===== config.mk =====
export PLATFORM = sky130hd
export DESIGN_NAME = interpreter_integer_alu_unit
export DESIGN_NICKNAME = d
export VERILOG_FILES = /design/src/hw/rtl/iiau_pkg.sv /design/src/hw/rtl/iiau_ctrl.sv /design/src/hw/rtl/iiau_dp.sv /design/src/hw/rtl/interpreter_integer_alu_unit.sv
export SDC_FILE = /design/constraint.sdc
export NUM_CORES = 2
export LEC_CHECK = 0
export ABC_AREA = 1
export ABC_CLOCK_PERIOD_IN_PS = 23200
export BUFFER_PORTS_ARGS = -buffer_cell sky130_fd_sc_hd__buf_2
export CAP_MARGIN = 20
export CELL_PAD_IN_SITES_DETAIL_PLACEMENT = 0
export CELL_PAD_IN_SITES_GLOBAL_PLACEMENT = 1
export CORE_UTILIZATION = 44
export CTS_CLUSTER_DIAMETER = 150
export DETAILED_ROUTE_END_ITERATION = 8
export PLACE_DENSITY_LB_ADDON = 0.1
export SETUP_SLACK_MARGIN = 0.02
export SLEW_MARGIN = 10
export SYNTH_ARGS = -nofsm -noshare
export SYNTH_HDL_FRONTEND = slang
export SYNTH_SLANG_ARGS = --single-unit

===== constraint.sdc =====
create_clock -name aclk -period 23.2 [get_ports aclk]
set_input_delay 2.32 -clock aclk [delete_from_list [all_inputs] [get_ports aclk]]
set_output_delay 2.32 -clock aclk [all_outputs]
set_load 0.005 [all_outputs]

===== src/hw/rtl/iiau_pkg.sv =====
// ----------------------------------------------------------------------------
// iiau_pkg
// Types, codes and constants shared by the integer ALU unit modules.
// ----------------------------------------------------------------------------
`timescale 1ns / 1ps
`default_nettype none

package iiau_pkg;

    localparam int DATA_WIDTH_DEF = 32;
    localparam int OP_W           = 4;
    localparam int VAL_W          = 32;
    localparam int MUL_DIGIT      = 8;
    localparam int S_TDATA_W      = 72;  // op + two values, padded to bytes
    localparam int S_TUSER_W      = 2;
    localparam int M_TDATA_W      = 32;
    localparam int M_TUSER_W      = 2;

    typedef enum logic [OP_W-1:0] {
        OP_ADD = 4'd0,
        OP_SUB = 4'd1,
        OP_MUL = 4'd2,
        OP_DIV = 4'd3,
        OP_MOD = 4'd4,
        OP_POW = 4'd5,
        OP_EQ  = 4'd6,
        OP_NE  = 4'd7,
        OP_GT  = 4'd8,
        OP_GE  = 4'd9,
        OP_LT  = 4'd10,
        OP_LE  = 4'd11
    } op_t;

    typedef enum logic [1:0] {
        MSRC_AB,
        MSRC_ACC_SQ,
        MSRC_SQ_SQ
    } mul_src_t;

    typedef enum logic [2:0] {
        ST_IDLE,
        ST_START,
        ST_MUL,
        ST_DIV,
        ST_POW_CHK,
        ST_POW_ACC,
        ST_POW_SQ,
        ST_DONE
    } state_t;

    typedef struct packed {
        logic     load_in;
        logic     mul_load;
        mul_src_t mul_src;
        logic     mul_step;
        logic     div_load;
        logic     div_step;
        logic     pow_init;
        logic     acc_write;
        logic     sq_write;
        logic     out_load;
    } ctrl_cmd_t;

    typedef struct packed {
        logic [OP_W-1:0] op;
        logic            div_zero;
        logic            div_last;
        logic            mul_idle;
        logic            ex_neg;
        logic            ex_zero;
        logic            ex_bit0;
        logic            ex_last;
    } ctrl_stat_t;

endpackage

`default_nettype wire


===== src/hw/rtl/iiau_ctrl.sv =====
// ----------------------------------------------------------------------------
// iiau_ctrl
// Sequencer for the integer ALU: dispatches each beat to the multiply,
// divide or power loop or straight to the result, and drives the stream handshakes.
// ----------------------------------------------------------------------------
`timescale 1ns / 1ps
`default_nettype none

module iiau_ctrl (
    input  wire                  aclk,
    input  wire                  aresetn,
    input  wire                  s_tvalid,
    output logic                 s_tready,
    output logic                 m_tvalid,
    input  wire                  m_tready,
    input  iiau_pkg::ctrl_stat_t stat,
    output iiau_pkg::ctrl_cmd_t  cmd
);
    import iiau_pkg::*;

    state_t state_reg, state_next;
    logic   m_valid_reg, m_valid_next;
    logic   out_free;

    assign out_free = !m_valid_reg || m_tready;
    assign s_tready = (state_reg == ST_IDLE);
    assign m_tvalid = m_valid_reg;

    always_ff @(posedge aclk) begin
        if (!aresetn) begin
            state_reg   <= ST_IDLE;
            m_valid_reg <= 1'b0;
        end else begin
            state_reg   <= state_next;
            m_valid_reg <= m_valid_next;
        end
    end

    always_comb begin
        m_valid_next = m_valid_reg;
        if (cmd.out_load) begin
            m_valid_next = 1'b1;
        end else if (m_tready) begin
            m_valid_next = 1'b0;
        end
    end

    // Next state.
    always_comb begin
        state_next = state_reg;
        unique case (state_reg)
            ST_IDLE: begin
                if (s_tvalid) begin
                    state_next = ST_START;
                end
            end
            ST_START: begin
                unique case (stat.op) inside
                    OP_MUL: begin
                        state_next = ST_MUL;
                    end
                    OP_DIV, OP_MOD: begin
                        state_next = stat.div_zero ? ST_DONE : ST_DIV;
                    end
                    OP_POW: begin
                        state_next = stat.ex_neg ? ST_DONE : ST_POW_CHK;
                    end
                    default: begin
                        state_next = ST_DONE;
                    end
                endcase
            end
            ST_MUL: begin
                if (stat.mul_idle) begin
                    state_next = ST_DONE;
                end
            end
            ST_DIV: begin
                if (stat.div_last) begin
                    state_next = ST_DONE;
                end
            end
            ST_POW_CHK: begin
                if (stat.ex_zero) begin
                    state_next = ST_DONE;
                end else if (stat.ex_bit0) begin
                    state_next = ST_POW_ACC;
                end else begin
                    state_next = ST_POW_SQ;
                end
            end
            ST_POW_ACC: begin
                if (stat.mul_idle) begin
                    state_next = stat.ex_last ? ST_DONE : ST_POW_SQ;
                end
            end
            ST_POW_SQ: begin
                if (stat.mul_idle) begin
                    state_next = ST_POW_CHK;
                end
            end
            ST_DONE: begin
                if (out_free) begin
                    state_next = ST_IDLE;
                end
            end
            default: begin
                state_next = ST_IDLE;
            end
        endcase
    end

    // Datapath commands.
    always_comb begin
        cmd         = '0;
        cmd.mul_src = MSRC_AB;
        unique case (state_reg)
            ST_IDLE: begin
                cmd.load_in = s_tvalid;
            end
            ST_START: begin
                unique case (stat.op) inside
                    OP_MUL: begin
                        cmd.mul_load = 1'b1;
                    end
                    OP_DIV, OP_MOD: begin
                        cmd.div_load = !stat.div_zero;
                    end
                    OP_POW: begin
                        cmd.pow_init = !stat.ex_neg;
                    end
                    default: begin
                    end
                endcase
            end
            ST_MUL: begin
                cmd.mul_step = !stat.mul_idle;
            end
            ST_DIV: begin
                cmd.div_step = 1'b1;
            end
            ST_POW_CHK: begin
                if (!stat.ex_zero) begin
                    cmd.mul_load = 1'b1;
                    cmd.mul_src  = stat.ex_bit0 ? MSRC_ACC_SQ : MSRC_SQ_SQ;
                end
            end
            ST_POW_ACC: begin
                if (stat.mul_idle) begin
                    cmd.acc_write = 1'b1;
                    cmd.mul_load  = !stat.ex_last;
                    cmd.mul_src   = MSRC_SQ_SQ;
                end else begin
                    cmd.mul_step = 1'b1;
                end
            end
            ST_POW_SQ: begin
                if (stat.mul_idle) begin
                    cmd.sq_write = 1'b1;
                end else begin
                    cmd.mul_step = 1'b1;
                end
            end
            ST_DONE: begin
                cmd.out_load = out_free;
            end
            default: begin
            end
        endcase
    end

endmodule

`default_nettype wire


===== src/hw/rtl/iiau_dp.sv =====
// ----------------------------------------------------------------------------
// iiau_dp
// Datapath of the integer ALU: operand registers, a digit-serial multiplier,
// a radix-2 restoring divider, the power registers and the result register.
// ----------------------------------------------------------------------------
`timescale 1ns / 1ps
`default_nettype none

module iiau_dp #(
    parameter int DATA_WIDTH = iiau_pkg::DATA_WIDTH_DEF
) (
    input  wire                          aclk,
    input  wire  [iiau_pkg::OP_W-1:0]    s_op,
    input  wire  [iiau_pkg::VAL_W-1:0]   s_left_value,
    input  wire                          s_left_is_bool,
    input  wire  [iiau_pkg::VAL_W-1:0]   s_right_value,
    input  wire                          s_right_is_bool,
    input  iiau_pkg::ctrl_cmd_t          cmd,
    output iiau_pkg::ctrl_stat_t         stat,
    output logic [iiau_pkg::VAL_W-1:0]   m_result_value,
    output logic                         m_result_is_bool,
    output logic                         m_error
);
    import iiau_pkg::*;

    localparam int W     = DATA_WIDTH;
    localparam int CNT_W = $clog2(W);
    localparam logic [CNT_W-1:0] CNT_LAST = CNT_W'(W - 1);

    logic [OP_W-1:0]  op_reg;
    logic [W-1:0]     a_reg, b_reg;
    logic             lb_reg, rb_reg;
    logic [W-1:0]     mcand_reg, mplier_reg, prod_reg;
    logic [W-1:0]     acc_reg, sq_reg, ex_reg;
    logic [W-1:0]     rem_reg, quo_reg, dvs_reg;
    logic [CNT_W-1:0] cnt_reg;
    logic [VAL_W-1:0] res_out_reg;
    logic             bool_out_reg, err_out_reg;

    logic [W+MUL_DIGIT-1:0] pp_full;
    logic [W:0]             trial;
    logic [W-1:0]           a_mag, b_mag;
    logic [W-1:0]           ca, cb;
    logic                   lt_ab, lt_ba;
    logic [W-1:0]           res_w;
    logic                   res_bool, res_err;

    assign pp_full = {{MUL_DIGIT{1'b0}}, mcand_reg}
                   * {{W{1'b0}}, mplier_reg[MUL_DIGIT-1:0]};
    assign trial   = {rem_reg, quo_reg[W-1]} - {1'b0, dvs_reg};
    assign a_mag   = a_reg[W-1] ? (~a_reg + 1'b1) : a_reg;
    assign b_mag   = b_reg[W-1] ? (~b_reg + 1'b1) : b_reg;

    assign stat.op       = op_reg;
    assign stat.div_zero = (b_reg == '0);
    assign stat.div_last = (cnt_reg == CNT_LAST);
    assign stat.mul_idle = (mplier_reg == '0);
    assign stat.ex_neg   = b_reg[W-1];
    assign stat.ex_zero  = (ex_reg == '0);
    assign stat.ex_bit0  = ex_reg[0];
    assign stat.ex_last  = (ex_reg[W-1:1] == '0);

    // Operands are sign-extended or truncated to the working width.
    always_ff @(posedge aclk) begin
        if (cmd.load_in) begin
            op_reg <= s_op;
            a_reg  <= W'($signed(s_left_value));
            b_reg  <= W'($signed(s_right_value));
            lb_reg <= s_left_is_bool;
            rb_reg <= s_right_is_bool;
        end
    end

    // Multiplier: one digit of the multiplier operand per cycle, low half kept.
    always_ff @(posedge aclk) begin
        if (cmd.mul_load) begin
            prod_reg <= '0;
            case (cmd.mul_src)
                MSRC_ACC_SQ: begin
                    mcand_reg  <= sq_reg;
                    mplier_reg <= acc_reg;
                end
                MSRC_SQ_SQ: begin
                    mcand_reg  <= sq_reg;
                    mplier_reg <= sq_reg;
                end
                default: begin
                    mcand_reg  <= a_reg;
                    mplier_reg <= b_reg;
                end
            endcase
        end else if (cmd.mul_step) begin
            prod_reg   <= prod_reg + pp_full[W-1:0];
            mcand_reg  <= mcand_reg << MUL_DIGIT;
            mplier_reg <= mplier_reg >> MUL_DIGIT;
        end
    end

    // Square-and-multiply registers.
    always_ff @(posedge aclk) begin
        if (cmd.pow_init) begin
            acc_reg <= W'(1);
            sq_reg  <= a_reg;
            ex_reg  <= b_reg;
        end else begin
            if (cmd.acc_write) begin
                acc_reg <= prod_reg;
            end
            if (cmd.sq_write) begin
                sq_reg <= prod_reg;
                ex_reg <= ex_reg >> 1;
            end
        end
    end

    // Restoring divider on magnitudes, one quotient bit per cycle.
    always_ff @(posedge aclk) begin
        if (cmd.div_load) begin
            rem_reg <= '0;
            quo_reg <= a_mag;
            dvs_reg <= b_mag;
            cnt_reg <= '0;
        end else if (cmd.div_step) begin
            cnt_reg <= cnt_reg + 1'b1;
            if (!trial[W]) begin
                rem_reg <= trial[W-1:0];
                quo_reg <= {quo_reg[W-2:0], 1'b1};
            end else begin
                rem_reg <= {rem_reg[W-2:0], quo_reg[W-1]};
                quo_reg <= {quo_reg[W-2:0], 1'b0};
            end
        end
    end

    // Boolean operands count as one when nonzero in comparisons.
    assign ca    = lb_reg ? {{(W-1){1'b0}}, (a_reg != '0)} : a_reg;
    assign cb    = rb_reg ? {{(W-1){1'b0}}, (b_reg != '0)} : b_reg;
    assign lt_ab = ($signed(ca) < $signed(cb));
    assign lt_ba = ($signed(cb) < $signed(ca));

    always_comb begin
        res_w    = '0;
        res_bool = 1'b0;
        res_err  = 1'b0;
        unique case (op_reg)
            OP_ADD: res_w = a_reg + b_reg;
            OP_SUB: res_w = a_reg - b_reg;
            OP_MUL: res_w = prod_reg;
            OP_DIV: begin
                if (b_reg == '0) begin
                    res_err = 1'b1;
                end else if (a_reg[W-1] != b_reg[W-1]) begin
                    res_w = ~quo_reg + 1'b1;
                end else begin
                    res_w = quo_reg;
                end
            end
            OP_MOD: begin
                if (b_reg == '0) begin
                    res_err = 1'b1;
                end else if (a_reg[W-1]) begin
                    res_w = ~rem_reg + 1'b1;
                end else begin
                    res_w = rem_reg;
                end
            end
            OP_POW: begin
                if (!b_reg[W-1]) begin
                    res_w = acc_reg;
                end else if (a_reg == '0) begin
                    res_err = 1'b1;
                end else if (a_reg == W'(1)) begin
                    res_w = W'(1);
                end else if (a_reg == '1) begin
                    res_w = b_reg[0] ? '1 : W'(1);
                end
            end
            OP_EQ: begin
                res_w    = {{(W-1){1'b0}}, (ca == cb)};
                res_bool = 1'b1;
            end
            OP_NE: begin
                res_w    = {{(W-1){1'b0}}, (ca != cb)};
                res_bool = 1'b1;
            end
            OP_GT: begin
                res_w    = {{(W-1){1'b0}}, lt_ba};
                res_bool = 1'b1;
            end
            OP_GE: begin
                res_w    = {{(W-1){1'b0}}, !lt_ab};
                res_bool = 1'b1;
            end
            OP_LT: begin
                res_w    = {{(W-1){1'b0}}, lt_ab};
                res_bool = 1'b1;
            end
            OP_LE: begin
                res_w    = {{(W-1){1'b0}}, !lt_ba};
                res_bool = 1'b1;
            end
            default: res_err = 1'b1;
        endcase
    end

    always_ff @(posedge aclk) begin
        if (cmd.out_load) begin
            res_out_reg  <= VAL_W'(res_w);
            bool_out_reg <= res_bool;
            err_out_reg  <= res_err;
        end
    end

    assign m_result_value   = res_out_reg;
    assign m_result_is_bool = bool_out_reg;
    assign m_error          = err_out_reg;

endmodule

`default_nettype wire


===== src/hw/rtl/interpreter_integer_alu_unit.sv =====
// ----------------------------------------------------------------------------
// interpreter_integer_alu_unit
// Signed integer ALU of a script interpreter with divide and power loops.
// ----------------------------------------------------------------------------
//
//  Channel | Direction | Payload
//  --------+-----------+-----------------------------------------------------
//  s_      | in        | op, left/right value in tdata; is_bool flags in tuser
//  m_      | out       | result value in tdata; is_bool and error in tuser
//
//  One beat at a time: s_tready is high only while the sequencer is idle. Add,
//  subtract, comparisons and error cases pass through the start and done states
//  to the result register. Multiply adds its digit-serial loop, divide and
//  modulo add the restoring divide loop, and power adds its loop of check,
//  multiply and square steps. Synchronous reset idles the sequencer and clears
//  the result valid flag. A result waiting in the output register does not block
//  the next beat; only a second finished result holds the sequencer in its final
//  state.
//
`timescale 1ns / 1ps
`default_nettype none

module interpreter_integer_alu_unit #(
    parameter int DATA_WIDTH = iiau_pkg::DATA_WIDTH_DEF
) (
    input  wire                              aclk,
    input  wire                              aresetn,
    // Bits from lowest: op[3:0], left_value[35:4], right_value[67:36], zero pad.
    input  wire  [iiau_pkg::S_TDATA_W-1:0]   s_tdata,
    // Bits from lowest: left_is_bool, right_is_bool.
    input  wire  [iiau_pkg::S_TUSER_W-1:0]   s_tuser,
    input  wire                              s_tvalid,
    output logic                             s_tready,
    // Bits from lowest: result_value[31:0].
    output logic [iiau_pkg::M_TDATA_W-1:0]   m_tdata,
    // Bits from lowest: result_is_bool, error.
    output logic [iiau_pkg::M_TUSER_W-1:0]   m_tuser,
    output logic                             m_tvalid,
    input  wire                              m_tready
);
    import iiau_pkg::*;

    ctrl_cmd_t  cmd;
    ctrl_stat_t stat;
    logic       result_is_bool, error_flag;

    // The sequencer owns both handshakes; the datapath only follows commands.
    iiau_ctrl u_ctrl (
        .aclk     (aclk),
        .aresetn  (aresetn),
        .s_tvalid (s_tvalid),
        .s_tready (s_tready),
        .m_tvalid (m_tvalid),
        .m_tready (m_tready),
        .stat     (stat),
        .cmd      (cmd)
    );

    // The operands are unpacked straight from the input beat and captured in
    // the datapath in the cycle the beat is accepted.
    iiau_dp #(
        .DATA_WIDTH (DATA_WIDTH)
    ) u_dp (
        .aclk             (aclk),
        .s_op             (s_tdata[OP_W-1:0]),
        .s_left_value     (s_tdata[OP_W+VAL_W-1:OP_W]),
        .s_left_is_bool   (s_tuser[0]),
        .s_right_value    (s_tdata[OP_W+2*VAL_W-1:OP_W+VAL_W]),
        .s_right_is_bool  (s_tuser[1]),
        .cmd              (cmd),
        .stat             (stat),
        .m_result_value   (m_tdata),
        .m_result_is_bool (result_is_bool),
        .m_error          (error_flag)
    );

    assign m_tuser = {error_flag, result_is_bool};

endmodule

`default_nettype wire


# Yosys cells after proc, flatten, opt, wreduce, memory -nomap -nowiden
# Cells that the tools add are included.
# word_totals
register_bits	401
latchBits	0
ramBits	0
mem_bits_ro	0
input_bits	78
wordCells	162
n_memories	0
# op_classes
addsub	9
mul	1
n_div	0
magnitude_cmp	2
n_eq_ne	32
n_shift	0
muxes	66
bitwise_logic	4
reduce_logical	27
# ops
cell	n
32-bit 2-to-1 mux	24
32-bit one-hot mux with 12 select lines	1
32-bit by 1-bit adder with 32-bit output (second input constant)	4
32-bit logical NOT	4
32-bit NOT	4
32-bit adder	2
32-bit less-than comparator	2
32-bit one-hot mux with 2 select lines	1
32-bit nonzero test	2
33-bit by 32-bit subtractor with 33-bit output	1
32-bit by 1-bit equality test with 1-bit output (second input constant)	1
32-bit equality test	1
32-bit equality test (second input constant)	1
32-bit by 8-bit multiplier with 32-bit output	1
32-bit inequality test	1
32-bit subtractor	1
31-bit logical NOT	1
31-bit 2-to-1 mux	1
3-bit 2-to-1 mux	10
3-bit one-hot mux with 8 select lines	1
1-bit 2-to-1 mux	20
4-bit by 3-bit equality test with 1-bit output (second input constant)	4
4-bit equality test (second input constant)	4
3-bit equality test (second input constant)	4
other kinds (25)	45

# Logic depth before layout (Yosys ltp)
# logic_depth
depth_word	8
ltp_mapped	27

# Hierarchy
# Synthesis repeated with hierarchy kept, for this count alone.
# hier_totals
hier_cells	4975
hier_area_um2	35639.2
# by_module_without_submodules
module	n_inst	cells_each	area_each_um2	seq_area_each_um2
iiau_dp	1	4878	35087.4	10910.5
iiau_ctrl	1	95	536.8	80.1
interpreter_integer_alu_unit	1	2	15.0	0.0

# Worst setup path after synthesis
# OpenSTA, ideal clock, no wires.
# synth_path
path_kind	register to register
from	reg u_dp.mplier_reg[9]
to	reg u_dp.ex_reg[0], enable pin
arrival_ns	7.358
setup_slack_ns	15.181
stages_incl_launch_ff	4
period_less_slack_ns	8.019
cell_sequence	edfxtp_1 nor4_2 nand3b_4 o41ai_1
# synth_via
elab_chain_len	4
# synth_rtl
item	line	rtl
start, declared	iiau_dp.sv:33	logic [W-1:0] mcand_reg, mplier_reg, prod_reg;
start signal, assigned	iiau_dp.sv:81	mplier_reg <= acc_reg;
start signal, assigned	iiau_dp.sv:85	mplier_reg <= sq_reg;
start signal, assigned	iiau_dp.sv:89	mplier_reg <= b_reg;
32-bit logical NOT	iiau_dp.sv:57	assign stat.mul_idle = (mplier_reg == '0);
1-bit 2-to-1 mux	iiau_ctrl.sv:158	if (stat.mul_idle) begin
1-bit 2-to-1 mux	iiau_ctrl.sv:117	unique case (state_reg)
2-bit nonzero test (no source line)	-	
end signal, assigned	iiau_dp.sv:104	ex_reg <= b_reg;
end signal, assigned	iiau_dp.sv:111	ex_reg <= ex_reg >> 1;
end, declared	iiau_dp.sv:34	logic [W-1:0] acc_reg, sq_reg, ex_reg;
# No other way between the ends.
# A chain may end at the register's enable or synchronous reset.

# Worst setup path after layout
# layout_path
from	reg u_dp.mplier_reg[7]
to	reg u_dp.prod_reg[28]
# layout_via
elab_chain_len	3
elab_cells_between_ends	8
cone_classes	add/sub (1); mul (1); mux (4); reduce/logical (2)
# layout_rtl
item	line	rtl
branches (longest 3 deep; another with 32-bit by 8-bit multiplier with 32-bit output)	-	
end signal, assigned	iiau_dp.sv:93	prod_reg <= prod_reg + pp_full[W-1:0];
end, declared	iiau_dp.sv:33	
# Several ways; the timed one is not identified.

==> results.txt <==
----------------------------------------------------
[Run status]
  Result of the run ... completed

[Floorplanning]
  Full die area ... 80370 µm²
  Horizontal die dimension ... 283.5 µm
  Initial standard-cell utilization of the core ... 44.71%
  I/O pins ... 114
  Row count ... 102
  Core area ... 77980 µm²
  Die height ... 283.5 µm

[Clock tree]
  Number of cells upsized or downsized after cts ... 0
  Post-CTS Setup Bufs ... 0
  Clock sink total ... 401
  CTS H-tree depth ... 2
  Clock root buffer ... sky130_fd_sc_hd__clkbuf_16
  TritonCTS clock tree ... done
  Hold bufs inserted after CTS ... 0
  Maximum count of clock buffers along a single path ... 3
  Number of buffers added by the clock tree synthesis step ... 46
  CTS clk-pin slew, worst paths ... 0.07 ns
  Clk Latency, worst-skew pair ... 0.61 ns

[Min path]
  Worst hold path cell count ... 2
  Worst hold path type ... reg -> reg
  Endpoint of the worst hold-timing path ... u_dp.cnt_reg[4]$_SDFFE_PP0P_
  Start point of the worst hold path ... u_dp.cnt_reg[4]$_SDFFE_PP0P_

[Cells and area]
  FF/Latch Area ... 10990 µm²
  Area grow syn2layout ... 8.336%
  Final layout net count ... 5237
  Filler instances ... 8023
  Multi-input combinational cell area ... 19990 µm²
  Fraction of final layout cells with drive strength greater than 1 ... 6.026%

[Setup path]
  Flop-to-flop setup slack ... 17.52 ns
  Crit path depth ... 20
  Startpoint types ... register
  CP arrival ... 6.19 ns
  Crit path max-delay cell type ... sky130_fd_sc_hd__fa_1
  R2R Path Start ... u_dp.mplier_reg[7]$_DFFE_PP_
  Critical Path Fanout Max ... 26
  CP Data Required Time ... 23.70 ns
  Kind of cell adding the most delay to the critical path ... adder cells
  Critical path capture point type ... register
  Endpoint of the lowest-slack register-to-register path ... u_dp.prod_reg[28]$_SDFFE_PP0P_
  Largest stage delay on the critical path ... 0.56 ns
  R2r worst-path depth ... 20
  Start-to-end type of the worst setup path ... reg -> reg
  Count of buffer and inverter cells on the critical path ... 5
  Critical path, cell by cell ... buf_4 > nand2_1 > fa_1 > fa_1 > inv_1 > fa_1 > inv_1 > fa_1 > inv_1 > ha_1 > a21oi_1 > o21ai_0 > a21oi_1 > o21ai_0 > nand2_1 > nand3_1 > nand2_1 > nand3_1 > nand2_1 > inv_1

[Drt]
  First drt pass iteration count ... 6
  Via count of the routed design ... 32330
  Per-cell via count in the routed design ... 5.474
  DRC errors left ... 0
  Post-DR wirelength/cell ... 22.69 µm
  Wire length reported by the detailed router ... 134.0 mm
  First DRT Iteration DRCs ... 3375
  Count of antenna-violating nets left after detailed routing ... 0

[Global routing]
  Number of antenna violations at the first check in global routing ... 13
  Congestion Overflow GR ... 0
  Global-route wire length before repair ... 198.0 mm
  GRT Util Overall ... 33.05%
  Vias in the first global route ... 30349
  Largest net degree at the start of global routing ... 96

[Synthesis]
  Synth warn ... 0
  Unique cell type count in the Yosys netlist ... 58
  Fraction of the yosys area taken by sequential cells ... 31.52%
  Number of enable-type register cells in the synthesized netlist ... 296
  Number of flip-flops and latches in the synthesized netlist ... 401
  Net Count, Synth ... 5230
  Top flip-flop cell by instance count after synthesis ... sky130_fd_sc_hd__edfxtp_1
  Number of instances in the synthesized netlist ... 4818
  Synthesized area per cell ... 7.237 µm²
  Share of async-settable or async-resettable flops after synthesis ... 0%
  Post-Syn Area ... 34870 µm²

[STA]
  Transition time at the pin with the least slew margin ... 1.017 ns
  Setup_tns ... 0 ns
  Setup-failing EPs final ... 0
  Shortest period the worst path allows ... 5.682 ns
  Layout Skew ... 0.03485 ns
  Maximum frequency from static timing analysis ... 176.0 MHz
  Number of pins with negative max-slew slack in the final report ... 0
  Final hold violation count ... 0
  Relative slew slack ... 32.19%
  WHS ... 0.4773 ns
  Unrepaired setup endpoints after global routing ... false
  Ratio of final minimum period to clock period ... 24.49%

[Placed design]
  PortBufs ... 109
  Total half-perimeter wirelength after legalization and detailed placement ... 106.6 mm
  Gp weighted congestion ... 0.9922

[Flow run]
  Max-capacitance violation count ... 0

----------------------------------------------------
## cells in the final DEF, fill, tap and decap left out, types with 61 or more instances in the layout
cell | netlist | layout
sky130_fd_sc_hd__nand4_1 | 61 | 61
sky130_fd_sc_hd__a21oi_1 | 215 | 215
sky130_fd_sc_hd__ha_1 | 146 | 146
sky130_fd_sc_hd__o21ai_0 | 351 | 351
sky130_fd_sc_hd__edfxtp_1 | 296 | 296
sky130_fd_sc_hd__fa_1 | 188 | 188
sky130_fd_sc_hd__dfxtp_1 | 105 | 105
sky130_fd_sc_hd__nor3_1 | 62 | 62
sky130_fd_sc_hd__buf_2 | 33 | 109
sky130_fd_sc_hd__nand2_1 | 1367 | 1365
sky130_fd_sc_hd__nand3_1 | 266 | 266
sky130_fd_sc_hd__nor2_1 | 392 | 389
sky130_fd_sc_hd__xor2_1 | 95 | 95
sky130_fd_sc_hd__inv_1 | 794 | 794
## worst max path at each step
stage / to / start / slack (ns)
6_report: u_dp.prod_reg[28]$_SDFFE_PP0P_ / u_dp.mplier_reg[7]$_DFFE_PP_ / 17.52
5_1_grt: u_dp.prod_reg[28]$_SDFFE_PP0P_ / u_dp.mplier_reg[7]$_DFFE_PP_ / 17.38
3_3_place_gp: u_dp.prod_reg[28]$_SDFFE_PP0P_ / u_dp.mplier_reg[7]$_DFFE_PP_ / 17.77
3_5_place_dp: u_dp.prod_reg[28]$_SDFFE_PP0P_ / u_dp.mplier_reg[7]$_DFFE_PP_ / 17.74
2_1_floorplan: u_dp.ex_reg[0]$_DFFE_PP_ / u_dp.mplier_reg[9]$_DFFE_PP_ / 15.18
4_1_cts: u_dp.prod_reg[28]$_SDFFE_PP0P_ / u_dp.mplier_reg[7]$_DFFE_PP_ / 17.70
## cells by family after synthesis
family,Yosys count,synth area share [%]
flops,401,31.52
compound gates,694,10.84
xor+xnor,125,3.140
buf+inv,1002,11.25
simple gates,2261,27.20
other cells,1,0.01076
fa+ha+maj,334,16.03
## through the flow
step	util (%)	setup WS, ns	std cells	area, µm²
floorplan	-	15.18	4818	34870
global placement	46.38	17.77	5816	36170
detailed placement	46.42	17.74	5817	36200
CTS	48.43	17.70	5902	37760
global route	48.43	17.38	5902	37760
finish	48.44	17.52	5906	37770
## per-layer routing
| metal | track usage [%] | up-vias | part of all wire (%) |
|---|---|---|---|
| li1 | - | 15413 | - |
| met1 | 49.30 | 15401 | 46 |
| met2 | 46.99 | 1325 | 41 |
| met3 | 5.756 | 181 | 8.9 |
| met4 | 12.77 | 10 | 4.0 |
| met5 | 1.190 | - | 0.14 |
## synth_stat cells, types with 4 or more instances
library cell,n,area share [%]
sky130_fd_sc_hd__a21o_1,11,0.24
sky130_fd_sc_hd__inv_2,13,0.14
sky130_fd_sc_hd__o21ai_1,14,0.20
sky130_fd_sc_hd__nor3_2,5,0.14
sky130_fd_sc_hd__edfxtp_1,296,25
sky130_fd_sc_hd__nand3_1,266,3.8
sky130_fd_sc_hd__ha_1,146,5.2
sky130_fd_sc_hd__a31oi_1,9,0.16
sky130_fd_sc_hd__a22oi_1,10,0.22
sky130_fd_sc_hd__nor2_2,4,0.072
sky130_fd_sc_hd__o221ai_1,24,0.60
sky130_fd_sc_hd__clkinv_1,6,0.065
sky130_fd_sc_hd__o22ai_1,8,0.14
sky130_fd_sc_hd__buf_1,10,0.11
sky130_fd_sc_hd__nand2_2,7,0.13
sky130_fd_sc_hd__nand4_1,61,1.1
sky130_fd_sc_hd__nor3_1,62,0.89
sky130_fd_sc_hd__buf_6,9,0.29
sky130_fd_sc_hd__or2_2,24,0.43
sky130_fd_sc_hd__nor2_1,392,4.2
sky130_fd_sc_hd__buf_4,13,0.28
sky130_fd_sc_hd__xnor2_1,30,0.75
sky130_fd_sc_hd__dfxtp_1,105,6.0
sky130_fd_sc_hd__buf_2,33,0.47
sky130_fd_sc_hd__nor4_1,28,0.50
sky130_fd_sc_hd__o211ai_1,9,0.19
sky130_fd_sc_hd__inv_1,794,8.5
sky130_fd_sc_hd__nand2_1,1367,15
sky130_fd_sc_hd__nor2_4,4,0.13
sky130_fd_sc_hd__clkbuf_1,123,1.3
sky130_fd_sc_hd__nand3b_1,24,0.52
sky130_fd_sc_hd__xor2_1,95,2.4
sky130_fd_sc_hd__o21bai_1,17,0.37
sky130_fd_sc_hd__a21oi_1,215,3.1
sky130_fd_sc_hd__a21boi_0,4,0.086
sky130_fd_sc_hd__o21a_1,8,0.17
sky130_fd_sc_hd__o21ai_0,351,5.0
sky130_fd_sc_hd__fa_1,188,11
## worst min-delay path: cells and delay by family (launching register included)
kind                   cells  cell delay (ns)
DFF                        1             0.33
AOI/OAI and AO/OA          1             0.07
buffers and inverters      1             0.05
## layout make-up
type                            count  area share [%]
Multi-Input combinational cell   3415           52.93
Sequential cell                   401           29.10
Inverter                          814           8.102
Tap cell                         1040           3.445
Clock buffer                       61           3.250
Timing Repair Buffer              147           2.252
Clock inverter                     24          0.8944
Antenna cell                        4         0.02650
Power is not shown: default switching activity piles up to over one toggle a cycle in this logic, so the estimate is an artifact.
